==> src/design/csvd_pkg.sv <==
// ============================================================================
// csvd_pkg: shared types and constants for the CSV decimal field parser
// Item and result payload types, ASCII codes and numeric limits.
// ============================================================================
package csvd_pkg;

	// Payload widths
	localparam int unsigned MANT_W = 28;
	localparam int unsigned ACC_W  = 27;
	localparam int unsigned FRAC_W = 3;
	localparam int unsigned IDX_W  = 3;

	// Default sizing
	localparam int unsigned MAX_CHARS_DEF  = 8;
	localparam int unsigned MAX_FIELDS_DEF = 8;

	// Numeric limits
	localparam logic [ACC_W-1:0]  MANT_MAX = ACC_W'(99999999);
	localparam logic [FRAC_W-1:0] FRAC_MAX = FRAC_W'(7);

	// ASCII codes
	localparam logic [7:0] CH_COMMA = 8'h2C;
	localparam logic [7:0] CH_LF    = 8'h0A;
	localparam logic [7:0] CH_CR    = 8'h0D;
	localparam logic [7:0] CH_POINT = 8'h2E;
	localparam logic [7:0] CH_MINUS = 8'h2D;
	localparam logic [7:0] CH_ZERO  = 8'h30;
	localparam logic [7:0] CH_NINE  = 8'h39;

	// Input item
	typedef struct packed {
		logic [7:0] rx_byte;
		logic       end_of_message;
	} in_item_t;

	// Result item
	typedef struct packed {
		logic signed [MANT_W-1:0] value_mantissa;
		logic [FRAC_W-1:0]        fraction_digits;
		logic [IDX_W-1:0]         field_index;
		logic                     well_formed;
		logic                     line_end;
	} result_t;

	// Parser status seen by the top level
	typedef struct packed {
		logic in_number;
		logic stopped;
		logic fields_zero;
	} core_status_t;

endpackage

==> src/design/csvd_in_stage.sv <==
// ============================================================================
// csvd_in_stage: input register
// Holds one accepted item until the field core consumes it.
// ============================================================================
module csvd_in_stage (
	input  logic               clk,
	input  logic               arst_n,
	input  logic               load,
	input  logic               advance,
	input  csvd_pkg::in_item_t item_in,
	output logic               valid_s1,
	output csvd_pkg::in_item_t item_s1
);
	import csvd_pkg::*;

	// Occupancy
	always_ff @(posedge clk or negedge arst_n) begin
		if (!arst_n) begin
			valid_s1 <= 1'b0;
		end else if (load) begin
			valid_s1 <= 1'b1;
		end else if (advance) begin
			valid_s1 <= 1'b0;
		end
	end

	// Payload
	always_ff @(posedge clk) begin
		if (load) begin
			item_s1 <= item_in;
		end
	end

endmodule

==> src/design/csvd_field_core.sv <==
// ============================================================================
// csvd_field_core: field state and per-byte step logic
// Accumulates the open field and builds the result when a field closes.
// ============================================================================
module csvd_field_core #(
	parameter int unsigned MAX_CHARS  = csvd_pkg::MAX_CHARS_DEF,
	parameter int unsigned MAX_FIELDS = csvd_pkg::MAX_FIELDS_DEF
) (
	input  logic                   clk,
	input  logic                   arst_n,
	input  logic                   step,
	input  csvd_pkg::in_item_t     item,
	output logic                   emit,
	output csvd_pkg::result_t      res,
	output csvd_pkg::core_status_t status
);
	import csvd_pkg::*;

	localparam int unsigned CW = $clog2(MAX_CHARS + 1);
	localparam int unsigned FW = (MAX_FIELDS > 1) ? $clog2(MAX_FIELDS) : 1;

	// Field state
	logic [CW-1:0]     char_count_q;
	logic [ACC_W-1:0]  mantissa_acc_q;
	logic [FRAC_W-1:0] frac_count_q;
	logic              point_seen_q;
	logic              is_negative_q;
	logic              bad_field_q;
	logic              in_number_q;
	logic [FW-1:0]     fields_done_q;
	logic              parse_stopped_q;

	// Updated field state after storing this byte
	logic [CW-1:0]     cc_u;
	logic [ACC_W-1:0]  acc_u;
	logic [FRAC_W-1:0] frac_u;
	logic              point_u;
	logic              neg_u;
	logic              bad_u;
	logic              innum_u;

	logic              is_digit;
	logic              is_sep;
	logic              is_store;
	logic              line_end;
	logic              last_field;
	logic [3:0]        digit;
	logic [30:0]       prod;
	logic [MANT_W-1:0] mag;

	// Store one character into the open field
	always_comb begin
		is_digit = (item.rx_byte >= CH_ZERO) && (item.rx_byte <= CH_NINE);
		is_sep   = (item.rx_byte == CH_COMMA) || (item.rx_byte == CH_LF) ||
		           (item.rx_byte == CH_CR);
		is_store = is_digit || (item.rx_byte == CH_POINT) || (item.rx_byte == CH_MINUS);
		// ASCII digits sit at 0x30..0x39, so the low nibble is the digit
		digit    = item.rx_byte[3:0];
		// x10 as shift-add, then the new digit
		prod     = (31'(mantissa_acc_q) << 3) + (31'(mantissa_acc_q) << 1) +
		           31'(digit);

		cc_u    = char_count_q;
		acc_u   = mantissa_acc_q;
		frac_u  = frac_count_q;
		point_u = point_seen_q;
		neg_u   = is_negative_q;
		bad_u   = bad_field_q;
		innum_u = in_number_q;

		if (!parse_stopped_q && is_store && (char_count_q < CW'(MAX_CHARS))) begin
			if (item.rx_byte == CH_MINUS) begin
				if (char_count_q == '0) begin
					neg_u = 1'b1;
				end else begin
					bad_u = 1'b1;
				end
			end else if (item.rx_byte == CH_POINT) begin
				if (point_seen_q) begin
					bad_u = 1'b1;
				end else begin
					point_u = 1'b1;
				end
			end else if (!point_seen_q || (frac_count_q < FRAC_MAX)) begin
				acc_u = (prod > 31'(MANT_MAX)) ? MANT_MAX : prod[ACC_W-1:0];
				if (point_seen_q) begin
					frac_u = frac_count_q + FRAC_W'(1);
				end
			end
			cc_u    = char_count_q + CW'(1);
			innum_u = 1'b1;
		end
	end

	// Field close: separator or end of message with something stored
	always_comb begin
		emit       = step && !parse_stopped_q && innum_u && (is_sep || item.end_of_message);
		line_end   = is_sep ? (item.rx_byte != CH_COMMA) : 1'b1;
		last_field = (fields_done_q == FW'(MAX_FIELDS - 1));
		mag        = {1'b0, acc_u};

		res.value_mantissa  = bad_u ? '0 : (neg_u ? $signed('0 - mag) : $signed(mag));
		res.fraction_digits = bad_u ? '0 : frac_u;
		res.field_index     = IDX_W'(fields_done_q);
		res.well_formed     = !bad_u;
		res.line_end        = line_end;
	end

	// State update
	always_ff @(posedge clk or negedge arst_n) begin
		if (!arst_n) begin
			char_count_q    <= '0;
			mantissa_acc_q  <= '0;
			frac_count_q    <= '0;
			point_seen_q    <= 1'b0;
			is_negative_q   <= 1'b0;
			bad_field_q     <= 1'b0;
			in_number_q     <= 1'b0;
			fields_done_q   <= '0;
			parse_stopped_q <= 1'b0;
		end else if (step) begin
			if (item.end_of_message || emit) begin
				char_count_q   <= '0;
				mantissa_acc_q <= '0;
				frac_count_q   <= '0;
				point_seen_q   <= 1'b0;
				is_negative_q  <= 1'b0;
				bad_field_q    <= 1'b0;
				in_number_q    <= 1'b0;
			end else begin
				char_count_q   <= cc_u;
				mantissa_acc_q <= acc_u;
				frac_count_q   <= frac_u;
				point_seen_q   <= point_u;
				is_negative_q  <= neg_u;
				bad_field_q    <= bad_u;
				in_number_q    <= innum_u;
			end
			if (item.end_of_message) begin
				fields_done_q   <= '0;
				parse_stopped_q <= 1'b0;
			end else if (emit) begin
				fields_done_q <= fields_done_q + FW'(1);
				if (last_field) begin
					parse_stopped_q <= 1'b1;
				end
			end
		end
	end

	assign status.in_number   = in_number_q;
	assign status.stopped     = parse_stopped_q;
	assign status.fields_zero = (fields_done_q == '0);

endmodule

==> src/design/csvd_out_stage.sv <==
// ============================================================================
// csvd_out_stage: result register
// Holds one finished result until the receiver takes it.
// ============================================================================
module csvd_out_stage (
	input  logic              clk,
	input  logic              arst_n,
	input  logic              load,
	input  csvd_pkg::result_t res_in,
	input  logic              stall,
	output logic              valid_q,
	output csvd_pkg::result_t res_q,
	output logic              free
);
	import csvd_pkg::*;

	// Room for a new result: empty, or the current one leaves this cycle
	assign free = !valid_q || !stall;

	always_ff @(posedge clk or negedge arst_n) begin
		if (!arst_n) begin
			valid_q <= 1'b0;
		end else if (load) begin
			valid_q <= 1'b1;
		end else if (!stall) begin
			valid_q <= 1'b0;
		end
	end

	always_ff @(posedge clk) begin
		if (load) begin
			res_q <= res_in;
		end
	end

endmodule

==> src/design/csv_decimal_field_parser.sv <==
// ============================================================================
// csv_decimal_field_parser: comma/line separated decimal field parser
// Takes one ASCII byte per item and emits each closed field as a signed
// mantissa with its count of fractional digits.
// ============================================================================
//
//   channel  | valid        | stall        | payload
//   ---------+--------------+--------------+-------------------------------
//   input    | item_valid   | item_stall   | item   (rx_byte, end_of_message)
//   output   | result_valid | result_stall | result (mantissa, frac, index..)
//
// One item per cycle while item_stall is low; an item waits in the input
// register, and a field it closes loads the result register and result_valid.
// The step is one x10 shift-add, a saturating compare and a negate.
// Reset clears the field state, field count and both stage valids.
// A stall on the result side backs up into item_stall only when the input
// register holds a byte that would have to wait for the result register.
//
module csv_decimal_field_parser #(
	parameter int unsigned MAX_CHARS  = csvd_pkg::MAX_CHARS_DEF,
	parameter int unsigned MAX_FIELDS = csvd_pkg::MAX_FIELDS_DEF
) (
	input  logic               clk,
	input  logic               arst_n,
	input  logic               item_valid,
	output logic               item_stall,
	input  csvd_pkg::in_item_t item,
	output logic               result_valid,
	input  logic               result_stall,
	output csvd_pkg::result_t  result
);
	import csvd_pkg::*;

	logic         valid_s1;
	in_item_t     item_s1;
	logic         out_free;
	logic         advance;
	logic         emit;
	result_t      res_next;
	core_status_t status;

	// Stage control
	assign advance    = valid_s1 && out_free;
	assign item_stall = valid_s1 && !out_free;

	csvd_in_stage u_in (
		.clk     (clk),
		.arst_n  (arst_n),
		.load    (item_valid && !item_stall),
		.advance (advance),
		.item_in (item),
		.valid_s1(valid_s1),
		.item_s1 (item_s1)
	);

	csvd_field_core #(
		.MAX_CHARS (MAX_CHARS),
		.MAX_FIELDS(MAX_FIELDS)
	) u_core (
		.clk   (clk),
		.arst_n(arst_n),
		.step  (advance),
		.item  (item_s1),
		.emit  (emit),
		.res   (res_next),
		.status(status)
	);

	csvd_out_stage u_out (
		.clk    (clk),
		.arst_n (arst_n),
		.load   (emit),
		.res_in (res_next),
		.stall  (result_stall),
		.valid_q(result_valid),
		.res_q  (result),
		.free   (out_free)
	);

	// Checks
	a_bad_is_zero: assert property (@(posedge clk) disable iff (!arst_n)
		result_valid && !result.well_formed |->
			result.value_mantissa == '0 && result.fraction_digits == '0)
		else $error("malformed field with nonzero value");

	a_mant_range: assert property (@(posedge clk) disable iff (!arst_n)
		result_valid |-> result.value_mantissa <= 28'sd99999999 &&
			result.value_mantissa >= -28'sd99999999)
		else $error("mantissa out of range");

	a_eom_clears: assert property (@(posedge clk) disable iff (!arst_n)
		advance && item_s1.end_of_message |=>
			!status.in_number && !status.stopped && status.fields_zero)
		else $error("state not cleared after end of message");

	a_empty_no_stall: assert property (@(posedge clk) disable iff (!arst_n)
		!valid_s1 |-> !item_stall)
		else $error("input stalled with empty input register");

endmodule
==> config.mk <==
export PLATFORM = sky130hd
export DESIGN_NAME = csv_decimal_field_parser
export DESIGN_NICKNAME = d
export VERILOG_FILES = /design/src/design/csvd_pkg.sv /design/src/design/csvd_in_stage.sv /design/src/design/csvd_field_core.sv /design/src/design/csvd_out_stage.sv /design/src/design/csv_decimal_field_parser.sv
export SDC_FILE = /design/constraint.sdc
export NUM_CORES = 1
export LEC_CHECK = 0
export BUFFER_PORTS_ARGS = -buffer_cell sky130_fd_sc_hd__buf_2
export CAP_MARGIN = 5
export CELL_PAD_IN_SITES_DETAIL_PLACEMENT = 1
export CELL_PAD_IN_SITES_GLOBAL_PLACEMENT = 1
export CORE_UTILIZATION = 47
export CTS_CLUSTER_SIZE = 16
export DETAILED_ROUTE_END_ITERATION = 10
export MAX_ROUTING_LAYER = met4
export PLACE_DENSITY_LB_ADDON = 0.1
export SYNTH_ARGS = -nofsm -noshare
export SYNTH_HDL_FRONTEND = slang
export SYNTH_SLANG_ARGS = --single-unit
==> constraint.sdc <==
create_clock -name clk -period 8.4 [get_ports clk]
set_input_delay 0.84 -clock clk [delete_from_list [all_inputs] [get_ports clk]]
set_output_delay 0.84 -clock clk [all_outputs]
set_load 0.03 [all_outputs]
* Yosys cells after proc, flatten, opt, wreduce, memory -nomap -nowiden
Cells that the tools add are included.
** Storage, ports and cells
- Register bits :: 89
- Output and inout bits :: 38
- Bits in read-only memories :: 0
- Latch bits :: 0
- Memories :: 0
- Bits of input ports :: 13
- RAM bits :: 0
** Cells by class
- Shift-type cells :: 0
- Add/subtract/negate cells :: 6
- $lt $le $gt $ge :: 5
- Multiplexer cells :: 40
- Div/mod/pow operators :: 0
- Equal/unequal tests :: 9
- Bitwise operators :: 1
- Reduce and logical (&&, ||, !) cells :: 35
- $mul :: 0
** Operator list (number)
- 2-to-1 mux 27 bit :: 7
- adder 30 x 28 -> 31 bit :: 1
- adder 31 x 4 -> 31 bit :: 1
- > comparator 31 x 27 -> 1 bit, second input constant :: 1
- subtractor 1 x 27 -> 28 bit, first input constant :: 1
- equality test 8 x 6 -> 1 bit, second input constant :: 3
- 2-to-1 mux 3 bit :: 8
- 2-to-1 mux 1 bit :: 23
- equality test 8 x 4 -> 1 bit, second input constant :: 2
- nonzero test 2 bit :: 5
- logical AND 1 bit :: 9
- greater-or-equal comparator 8 x 6 -> 1 bit, second input constant :: 1
- <= comparator 8 x 6 -> 1 bit, second input constant :: 1
- logical OR 1 bit :: 8
- 2-to-1 mux 4 bit :: 2
- inequality test 8 x 6 -> 1 bit, second input constant :: 1
- zero test 1 bit :: 7
- adder 3 x 1 -> 3 bit, second input constant :: 2
- adder 4 x 1 -> 4 bit, second input constant :: 1
- zero test 4 bit :: 1
- < comparator 4 bit, second input constant :: 1
- AND reduction 2 bit :: 2
- AND reduction 4 bit :: 1
- equality test 3 bit, second input constant :: 1
- other kinds (6) :: 6

* Depth between registers and ports, before layout
Gate-level depths: netlist (run 1).
- Depth in word-level cells :: 12
- Mapped depth :: 23

* By module
From an unflattened synthesis (run 1), not the netlist that was laid out.
** Second synthesis, totals
- Cell total of the unflattened synthesis :: 846
- Area total of the unflattened synthesis :: 7517.2 um^2
** By module, submodules not included
- csvd_field_core :: instances 1, cells each 792, area an instance 6063.3 um^2
- csvd_out_stage :: instances 1, cells each 39, area an instance 1117.3 um^2
- csvd_in_stage :: instances 1, cells each 12, area an instance 306.5 um^2
- csv_decimal_field_parser :: instances 1, cells each 3, area an instance 30.0 um^2

* Least setup slack after synthesis (run 1)
OpenSTA, ideal clock, no wires.
- Path kind :: register to register
- Start point :: reg u_in.item_s1[5] (netlist name)
- End point :: reg u_core.fields_done_q[1]
- Slack :: 2.281 ns
- Cell stages (with the launch flop) :: 13
- Arrival :: 6.053 ns
- Setup time :: 0.067 ns
- Cells stage by stage :: edfxtp_1 nor2b_1 and2_1 a21oi_1 nor2_1 a221oi_1 nor2b_1 nor2_1 nor4_1 nor2_1 nor2_1 nand3b_1 nand2_1
** Between the ends
- Cells in the longest elaborated chain, start to end :: 11
** Ends and longest elaborated chain
- greater-or-equal comparator 8 x 6 -> 1 bit / <= comparator 8 x 6 -> 1 bit (equally long branches) :: RTL line csvd_field_core.sv:53 : is_digit = (item.rx_byte >= CH_ZERO) && (item.rx_byte <= CH_NINE);
- logical AND 1 bit :: RTL line csvd_field_core.sv:53
- logical OR 1 bit (2 in a row) :: RTL line csvd_field_core.sv:56 : is_store = is_digit || (item.rx_byte == CH_POINT) || (item.rx_byte == CH_MINUS);
- logical AND 1 bit (2 in a row) :: RTL line csvd_field_core.sv:71 : if (!parse_stopped_q && is_store && (char_count_q < CW'(MAX_CHARS))) begin
- 2-to-1 mux 1 bit :: RTL line csvd_field_core.sv:71
- logical AND 1 bit :: RTL line csvd_field_core.sv:97 : emit = step && !parse_stopped_q && innum_u && (is_sep || item.end_of_message);
- logical AND 1 bit (*) :: RTL line csvd_field_core.sv:97
- named net emit :: RTL line csv_decimal_field_parser.sv:38 : logic emit;
- nonzero test 2 bit (no source line) (*)
- AND reduction 2 bit (no source line) (*)
- end signal: assignment :: RTL line csvd_field_core.sv:143 : fields_done_q <= fields_done_q + FW'(1);
- end: declaration :: RTL line csvd_field_core.sv:30 : logic [FW-1:0] fields_done_q;
The timed path passes the listed nets; every way through them passes the cells marked *.
A chain may end at the register's enable or synchronous reset.

* Final worst setup path (run 1)
- Start point :: reg u_core.mantissa_acc_q[2]
- End point :: reg u_out.res_q[34] (netlist name), data pin
** Between the ends
- Cells in the longest elaborated chain, start to end :: 10
** Ends and longest elaborated chain
- start: declaration :: RTL line csvd_field_core.sv:24 : logic [ACC_W-1:0] mantissa_acc_q;
- start signal: assignment :: RTL line csvd_field_core.sv:132 : mantissa_acc_q <= acc_u;
- adder 30 x 28 -> 31 bit :: RTL line csvd_field_core.sv:60 : prod = (31'(mantissa_acc_q) << 3) + (31'(mantissa_acc_q) << 1) +
- adder 31 x 4 -> 31 bit :: RTL line csvd_field_core.sv:60
- > comparator 31 x 27 -> 1 bit :: RTL line csvd_field_core.sv:85 : acc_u = (prod > 31'(MANT_MAX)) ? MANT_MAX : prod[ACC_W-1:0];
- 2-to-1 mux 27 bit :: RTL line csvd_field_core.sv:85
- 2-to-1 mux 27 bit :: RTL line csvd_field_core.sv:84 : end else if (!point_seen_q || (frac_count_q < FRAC_MAX)) begin
- 2-to-1 mux 27 bit :: RTL line csvd_field_core.sv:78 : end else if (item.rx_byte == CH_POINT) begin
- 2-to-1 mux 27 bit :: RTL line csvd_field_core.sv:72 : if (item.rx_byte == CH_MINUS) begin
- 2-to-1 mux 27 bit (*) :: RTL line csvd_field_core.sv:71
- subtractor 1 x 27 -> 28 bit :: RTL line csvd_field_core.sv:102 : res.value_mantissa = bad_u ? '0 : (neg_u ? $signed('0 - mag) : $signed(mag));
- 2-to-1 mux 27 bit (*) :: RTL line csvd_field_core.sv:102
- end signal: assignment :: RTL line csvd_out_stage.sv:32 : res_q <= res_in;
- end: declaration :: RTL line csvd_out_stage.sv:12 : output csvd_pkg::result_t res_q,
Mark *: on every way between the ends. The rest lies on a longest branch, timed or not.

==> impl_results.md, run 1 <==
* Crit path DAT at 6.43 ns
* Sw frac at 30.38%
* FP Rows at 44
* I/O Buffers at 50
* TNS Setup at 0 ns
* Max-cap check violation count at 0
* Total number of yosys warnings at 0
* NetSw at 321.3 uW
* Reg-to-reg critical path startpoint: u_core.mantissa_acc_q[2]
* Status: finished clean
* Number of global-route vias before repair at 6,436
* Diode count at 0
* Design area at 7616 sq um
* Worst Path Required at 8.60 ns
* Nets at 884
* Cell Area, Synth at 6947 sq um
* Int Pwr at 736.3 uW
* Hold Crit Start: u_core.bad_field_q
* Placed Area at 7343 sq um
* Number of library cell types mapped by synthesis at 82
* Worst reg2reg path depth at 20
* Seq cells post-synth at 89
* Die W at 123.6 um
* Syn avg cell area at 8.952 sq um
* Syn Inst Count at 776
* R2r setup slk at 2.17 ns
* RSZ-0062 raised after global routing: no
* Number of synthesized flops with an enable pin at 45
* Hold Path Cell Cnt at 2
* Hold Path Class: flop to flop
* VDD IR max at 0.1137 mV
* Global placer's final weighted congestion at 0.9613
* Global-route wire length before repair at 35.36 mm
* Leakage power at 0.003382 uW
* Fmax at 160.6 MHz
* Capturing point of the worst reg2reg path: u_out.res_q[34]
* Remaining antenna violation count at 0
* Clock Latency Late Sink at 0.33 ns
* Min Tclk post-route at 6.226 ns
* Async set-reset flop share out of synthesis at 49.44%
* Final hold violation count at 0
* Seq pwr share at 46.2%
* Post-DP HPWL at 17.10 mm
* Setup violators final at 0
* Clk buf depth at 2
* CTS Buf Count at 9
* Die height at 123.6 um
* DR vias at 6,341
* Layout cells sized above 1 at 13.25%
* Power Dens Cells at 138.9 nW/um^2
* Worst hold endpoint: u_core.bad_field_q
* Post-Syn Nets at 850
* Startpoint type of the worst setup path: flop
* DRT Pass-1 Iters at 5
* CTS Sinks at 89
* Via/cell ratio at 6.347
* Die area at 15,270 sq um
* Design Power at 1058 uW
* Starting DRT DRC Count at 453
* Worst-Margin Slew at 1.111 ns
* Root Driver: clkbuf_16
* Starting Density at 47.98%
* Gate power share at 18.2%
* Area Growth Syn to Fin at 9.636%
* Grt ovf at 0
* Setup CP Type: flop to flop
* CTS tree: done
* Setup Buffers After CTS at 0
* H-tree levels at 3
* Worst slew margin at 25.92%
* Post-synth top flop: edfxtp_1
* Drt total wl at 22.40 mm
* Crit share post-route at 74.12%
* Critical path capture point type: flop
* # IOs at 51
* CTS resizes at 0
* Clk slew on worst S/H paths at 0.07 ns
* Initial antenna violation count at 0
* Final Max Tran Viols at 0
* Post-CTS Hold Fix Bufs at 0
* Crit path max fanout at 22
* Layout Skew at 0.003572 ns
* DRC errors left at 0
* Drt wl/cell at 22.42 um
* GRT Overall Usage at 31.43%
* Core Area at 14,480 sq um
* Largest net degree at the start of global routing at 45
* Clock share of power at 35.7%
* Post-synthesis sequential area ratio at 35.30%
[power by group through the flow]
stage	registers [uW]	clock network (uW)	logic [uW]
finish	488	377	192
global route	489	398	210
CTS	488	379	190
detailed placement	497	0	187
global placement	496	0	182
floorplan	498	0	123
[flip-flops by register name, summed over array words and instances (netlist names)]
register and cells:
u_core.bad_field_q 1, u_core.in_number_q 1, u_core.frac_count_q 3, u_core.char_count_q 4
u_in.valid_s1 1, u_out.valid_q 1, u_core.is_negative_q 1, u_core.mantissa_acc_q 27
u_core.parse_stopped_q 1, u_out.res_q 36, u_core.fields_done_q 3, u_in.item_s1 9
u_core.point_seen_q 1
[cell families after synthesis]
logic type	after synthesis	share of synthesized area [%]
xor gates and xnor gates	36	4.539
muxes	10	1.459
AOI/OAI and AO/OA	238	24.01
buffers and inverters	57	3.494
and+or+nand+nor	285	19.99
adders and majority gates	61	11.20
DFF	89	35.30
[how the worst max path moves through the flow]
stage                                         end  cells after the start  slack (ns)                startpoint
after floorplan           u_core.fields_done_q[1]                     12        2.28           u_in.item_s1[5]
after global placement            u_out.res_q[34]                     21        2.47  u_core.mantissa_acc_q[2]
after detailed placement          u_out.res_q[34]                     18        2.29  u_core.mantissa_acc_q[2]
after CTS                         u_out.res_q[34]                     20        2.26  u_core.mantissa_acc_q[2]
after global routing              u_out.res_q[34]                     22        1.80  u_core.mantissa_acc_q[2]
final                             u_out.res_q[34]                     20        2.17  u_core.mantissa_acc_q[2]
[placed cells by master (no fill, tap or decap), types with 7 or more instances in the layout]
cell type  netlist  final
buf_2           14     50
a21o_1          11     11
o21ai_0         42     42
clkbuf_16        0      9
o21a_1           8      8
nand2_1         72     72
a211oi_1         8      8
xnor2_1         20     20
and2_1           8      8
xor2_1          16     16
a21oi_1         52     52
a22o_1          24     24
o41ai_1          7      7
o22ai_1          7      7
dfrtp_1         44     44
a31oi_1         20     20
inv_1           22     22
nand3_1         21     21
buf_4            1      8
nor3_1          17     17
ha_1            59     59
or3_1           11     11
mux2i_1          9      9
edfxtp_1        45     45
nor2b_1          7      7
nand4_1          8      8
nor2_1          94     93
or2_2            9      9
[per-layer routing]
metal  routed length [um]  share of wire, %  GRT usage (%)
met3                 1138               5.1          3.938
met1                10630                47          43.61
met5                    0                 0              -
met4                  326               1.5          6.928
met2                10310                46          49.09
[layout make-up]
class,instances,area [sq um]
Clock buffer,11,232.7
Clock inverter,5,40.04
Fill cell,1698,6863
Inverter,22,82.58
Multi-Input combinational cell,630,4268
Sequential cell,89,2452
Tap cell,184,230.2
Timing Repair Buffer,58,310.3
[cell usage after synthesis (9+ instances only)]
library cell / n / area share, %
a21o_1: 11 / 1.2
a21oi_1: 52 / 3.7
a22o_1: 24 / 3.0
a31oi_1: 20 / 1.8
buf_2: 14 / 1.0
clkbuf_1: 18 / 0.97
dfrtp_1: 44 / 16
edfxtp_1: 45 / 19
ha_1: 59 / 11
inv_1: 22 / 1.2
mux2i_1: 9 / 1.3
nand2_1: 72 / 3.9
nand3_1: 21 / 1.5
nor2_1: 94 / 5.1
nor3_1: 17 / 1.2
o21ai_0: 42 / 3.0
or2_2: 9 / 0.81
or3_1: 11 / 0.99
xnor2_1: 20 / 2.5
xor2_1: 16 / 2.0
[critical path, cell delays in order, from the launching register on]
cell       delay (ns)
dfrtp_1          0.46
inv_1            0.12
fa_1             0.49
fa_1             0.47
nand2b_1         0.19
a21oi_2          0.25
o2111ai_1        0.31
a21o_1           0.27
o211ai_2         0.11
a21oi_1          0.11
or4b_1           0.74
a211oi_4         0.27
buf_4            0.29
a21oi_1          0.17
inv_1            0.16
ha_1             0.24
and3_1           0.20
a31oi_1          0.23
or3_4            0.41
or4_1            0.52
nand3_1          0.08
[per-stage QoR]
| step | utilization (%) | setup slack [ns] | instances | hold slack, ns |
|---|---|---|---|---|
| floorplan | - | 2.281 | 776 | 0.4505 |
| global placement | 50.72 | 2.475 | 983 | 0.4720 |
| detailed placement | 50.72 | 2.294 | 983 | 0.4759 |
| CTS | 52.60 | 2.260 | 999 | 0.4987 |
| global route | 52.60 | 1.798 | 999 | 0.5046 |
| finish | 52.60 | 2.174 | 999 | 0.5002 |
Power figures use the tool's default switching activity.
==> inputs of run 2 (changes only) <==
--- a/config.mk
+++ b/config.mk
@@ -9,7 +9,7 @@
 export CAP_MARGIN = 5
 export CELL_PAD_IN_SITES_DETAIL_PLACEMENT = 1
 export CELL_PAD_IN_SITES_GLOBAL_PLACEMENT = 1
-export CORE_UTILIZATION = 47
+export CORE_UTILIZATION = 43
 export CTS_CLUSTER_SIZE = 16
 export DETAILED_ROUTE_END_ITERATION = 10
 export MAX_ROUTING_LAYER = met4
==> constraint.sdc (replaced) <==
create_clock -name clk -period 5.63 [get_ports clk]
set_input_delay 0.563 -clock clk [delete_from_list [all_inputs] [get_ports clk]]
set_output_delay 0.563 -clock clk [all_outputs]
set_load 0.03 [all_outputs]
==> run 2 against run 1 <==
Maximum frequency is 15% higher. Count of clock-buffer cells in the layout is 1 lower. Flip-flop and latch count is the same. First-iteration DRC count fell by 7.3%. Setup slack worse by 2.0 ns. Wire length rose by 4.3%. Global-route usage down 2.0 points. Largest power group unchanged. Sequential share of layout area fell by 1.6 points. Die area up 9.1%. Register-to-register slack got worse by 2.0 ns. Final area up 5.2%. Combinational power grew 65%.
==> impl_results.md, run 2 (synthesis gave the netlist of run 1 again) <==
* Die W at 129.1 um
* Root Driver: clkbuf_16
* Most frequent cells in the layout: nor2_1 (93), nand2_1 (72), ha_1 (56)
* Clk buf depth at 2
* Grt ovf at 0
* Status: finished clean
* Starting DRT DRC Count at 420
* Drt total wl at 23.36 mm
* Final hold violation count at 0
* Global placer's final weighted congestion at 0.9389
* Max-cap check violation count at 0
* Power Dens Cells at 200.1 nW/um^2
* Initial antenna violation count at 0
* Worst-Margin Slew at 1.141 ns
* Post-Layout Cell Count at 1,057
* Starting Density at 43.89%
* CTS tree: done
* Drt wl/cell at 22.10 um
* Crit path DAT at 5.63 ns
* Setup CP Type: flop to flop
* Startpoint type of the worst setup path: flop
* Worst Path Required at 5.84 ns
* H-tree levels at 3
* Fmax at 184.5 MHz
* DR vias at 6,479
* Hold Slack at 0.3184 ns
* Diode count at 0
* Clk slew on worst S/H paths at 0.07 ns
* Reg-to-reg critical path startpoint: u_in.item_s1[4]
* Leakage power at 0.003528 uW
* Top flop regs: u_out.res_q: 36 flops, u_core.mantissa_acc_q: 27 flops, u_in.item_s1: 9 flops
* Area Growth Syn to Fin at 15.29%
* Setup violators final at 0
* VDD IR max at 0.1481 mV
* Core Area at 15,830 sq um
* Crit-path slowest cell: or4b_4
* Post-DP HPWL at 17.84 mm
* Capturing point of the worst reg2reg path: u_out.res_q[34]
* # IOs at 51
* Layout cells sized above 1 at 18.19%
* Global-route wire length before repair at 36.22 mm
* GRT Overall Usage at 29.42%
* Nets at 910
* Layout Skew at 0.008829 ns
* DRT Pass-1 Iters at 5
* Commonest non-fill, non-tap cell in the layout: nor2_1
* Remaining antenna violation count at 0
* Die height at 129.1 um
* Critical path capture point type: flop
* Worst reg2reg path depth at 18
* Min Tclk post-route at 5.419 ns
* Hold Path Class: input pin to async pin
* Crit share post-route at 96.26%
* Crit path max fanout at 5
* Clock Latency Late Sink at 0.34 ns
* R2r setup slk at 0.21 ns
* Inst Count DP at 1,039
* Largest net degree at the start of global routing at 45
* FP Rows at 46
* DRC errors left at 0
* Via/cell ratio at 6.130
* I/O Buffers at 50
* CTS Sinks at 89
* Final Max Tran Viols at 0
* CTS Buf Count at 9
* Critical path cell sequence: inv_1 > fa_2 > fa_1 > nand2b_1 > a21oi_4 > o2111ai_1 > nand4_1 > a311oi_2 > mux2i_1 > or4b_4 > a211o_1 > o22ai_2 > ha_2 > and3_1 > a31oi_4 > or3_4 > or4_1 > nand3_1
* CP peak stage delay at 0.56 ns
* Die area at 16,670 sq um
* Number of global-route vias before repair at 6,563
* Biggest register: u_out.res_q
* Worst slew margin at 23.94%
* Largest register FFs at 36
-- run 2: changes by cell type in the layout (fill, tap and decap cells not counted), moves of 3 or more --
cell and delta:
ha_1 -3, ha_2 +3, buf_4 +25, xor2_1 -3
-- run 2: what timing repair did --
action,4_1_cts,5_1_grt
hold buffers,0,0
setup endpoints to repair,4,15
pin swaps,0,7
gates resized for setup,3,21
buffers inserted,0,2
-- run 2: metal layers --
metal,GRT usage [%],wire length (um),share of wire (%)
met4,6.644,412,1.8
met1,38.92,10990,47
met2,47.66,11040,47
met5,-,0,0
met3,4.088,923,4.0
-- run 2: per-stage QoR --
step	total power [uW]	area (sq um)	setup TNS, ns	utilization [%]	worst slack (ns)
6_report	1603	8009	0	50.60	0.2105
3_5_place_dp	1039	7572	-0.02123	47.84	-0.02123
4_1_cts	1598	7861	0	49.67	0.03422
2_1_floorplan	926.3	6953	0	-	0.3953
5_1_grt	1667	8009	-0.001003	50.60	-0.001003
3_3_place_gp	1029	7572	0	47.84	0.1414
-- run 2: worst max path at each step --
| stage | from | endpoint | slack (ns) | cells after the start |
|---|---|---|---|---|
| after floorplan | u_core.mantissa_acc_q[2] | u_out.res_q[34] | 0.40 | 22 |
| after global routing | u_core.mantissa_acc_q[0] | u_out.res_q[34] | -0.001 | 19 |
| after global placement | u_core.mantissa_acc_q[0] | u_out.res_q[28] | 0.14 | 20 |
| after CTS | u_in.item_s1[4] | u_out.res_q[32] | 0.03 | 21 |
| final | u_in.item_s1[4] | u_out.res_q[34] | 0.21 | 18 |
| after detailed placement | u_in.item_s1[4] | u_out.res_q[32] | -0.02 | 21 |
-- run 2: area by class of cell --
type	count	area, sq um
Fill cell	1858	7819
Multi-Input combinational cell	630	4412
Sequential cell	89	2452
Timing Repair Buffer	84	518.0
Tap cell	216	270.3
Clock buffer	10	229.0
Inverter	22	82.58
Clock inverter	6	45.04
-- run 2: critical path: cells and delay by family, from the launching register on --
kind,cells,cell delay (ns)
AND/OR/NAND/NOR,7,2.23
multiplexers,1,0.18
AO/OA/AOI/OAI,6,1.14
flip-flops,1,0.42
buffers and inverters,1,0.14
adder cells (fa/ha/maj),3,1.18
-- run 2: power breakdown --
| group | internal [uW] | leakage (uW) | switching [uW] |
|---|---|---|---|
| logic | 109 | 0.00238 | 208 |
| registers | 706 | 0.00102 | 20.3 |
| clock network | 301 | 0.000127 | 259 |
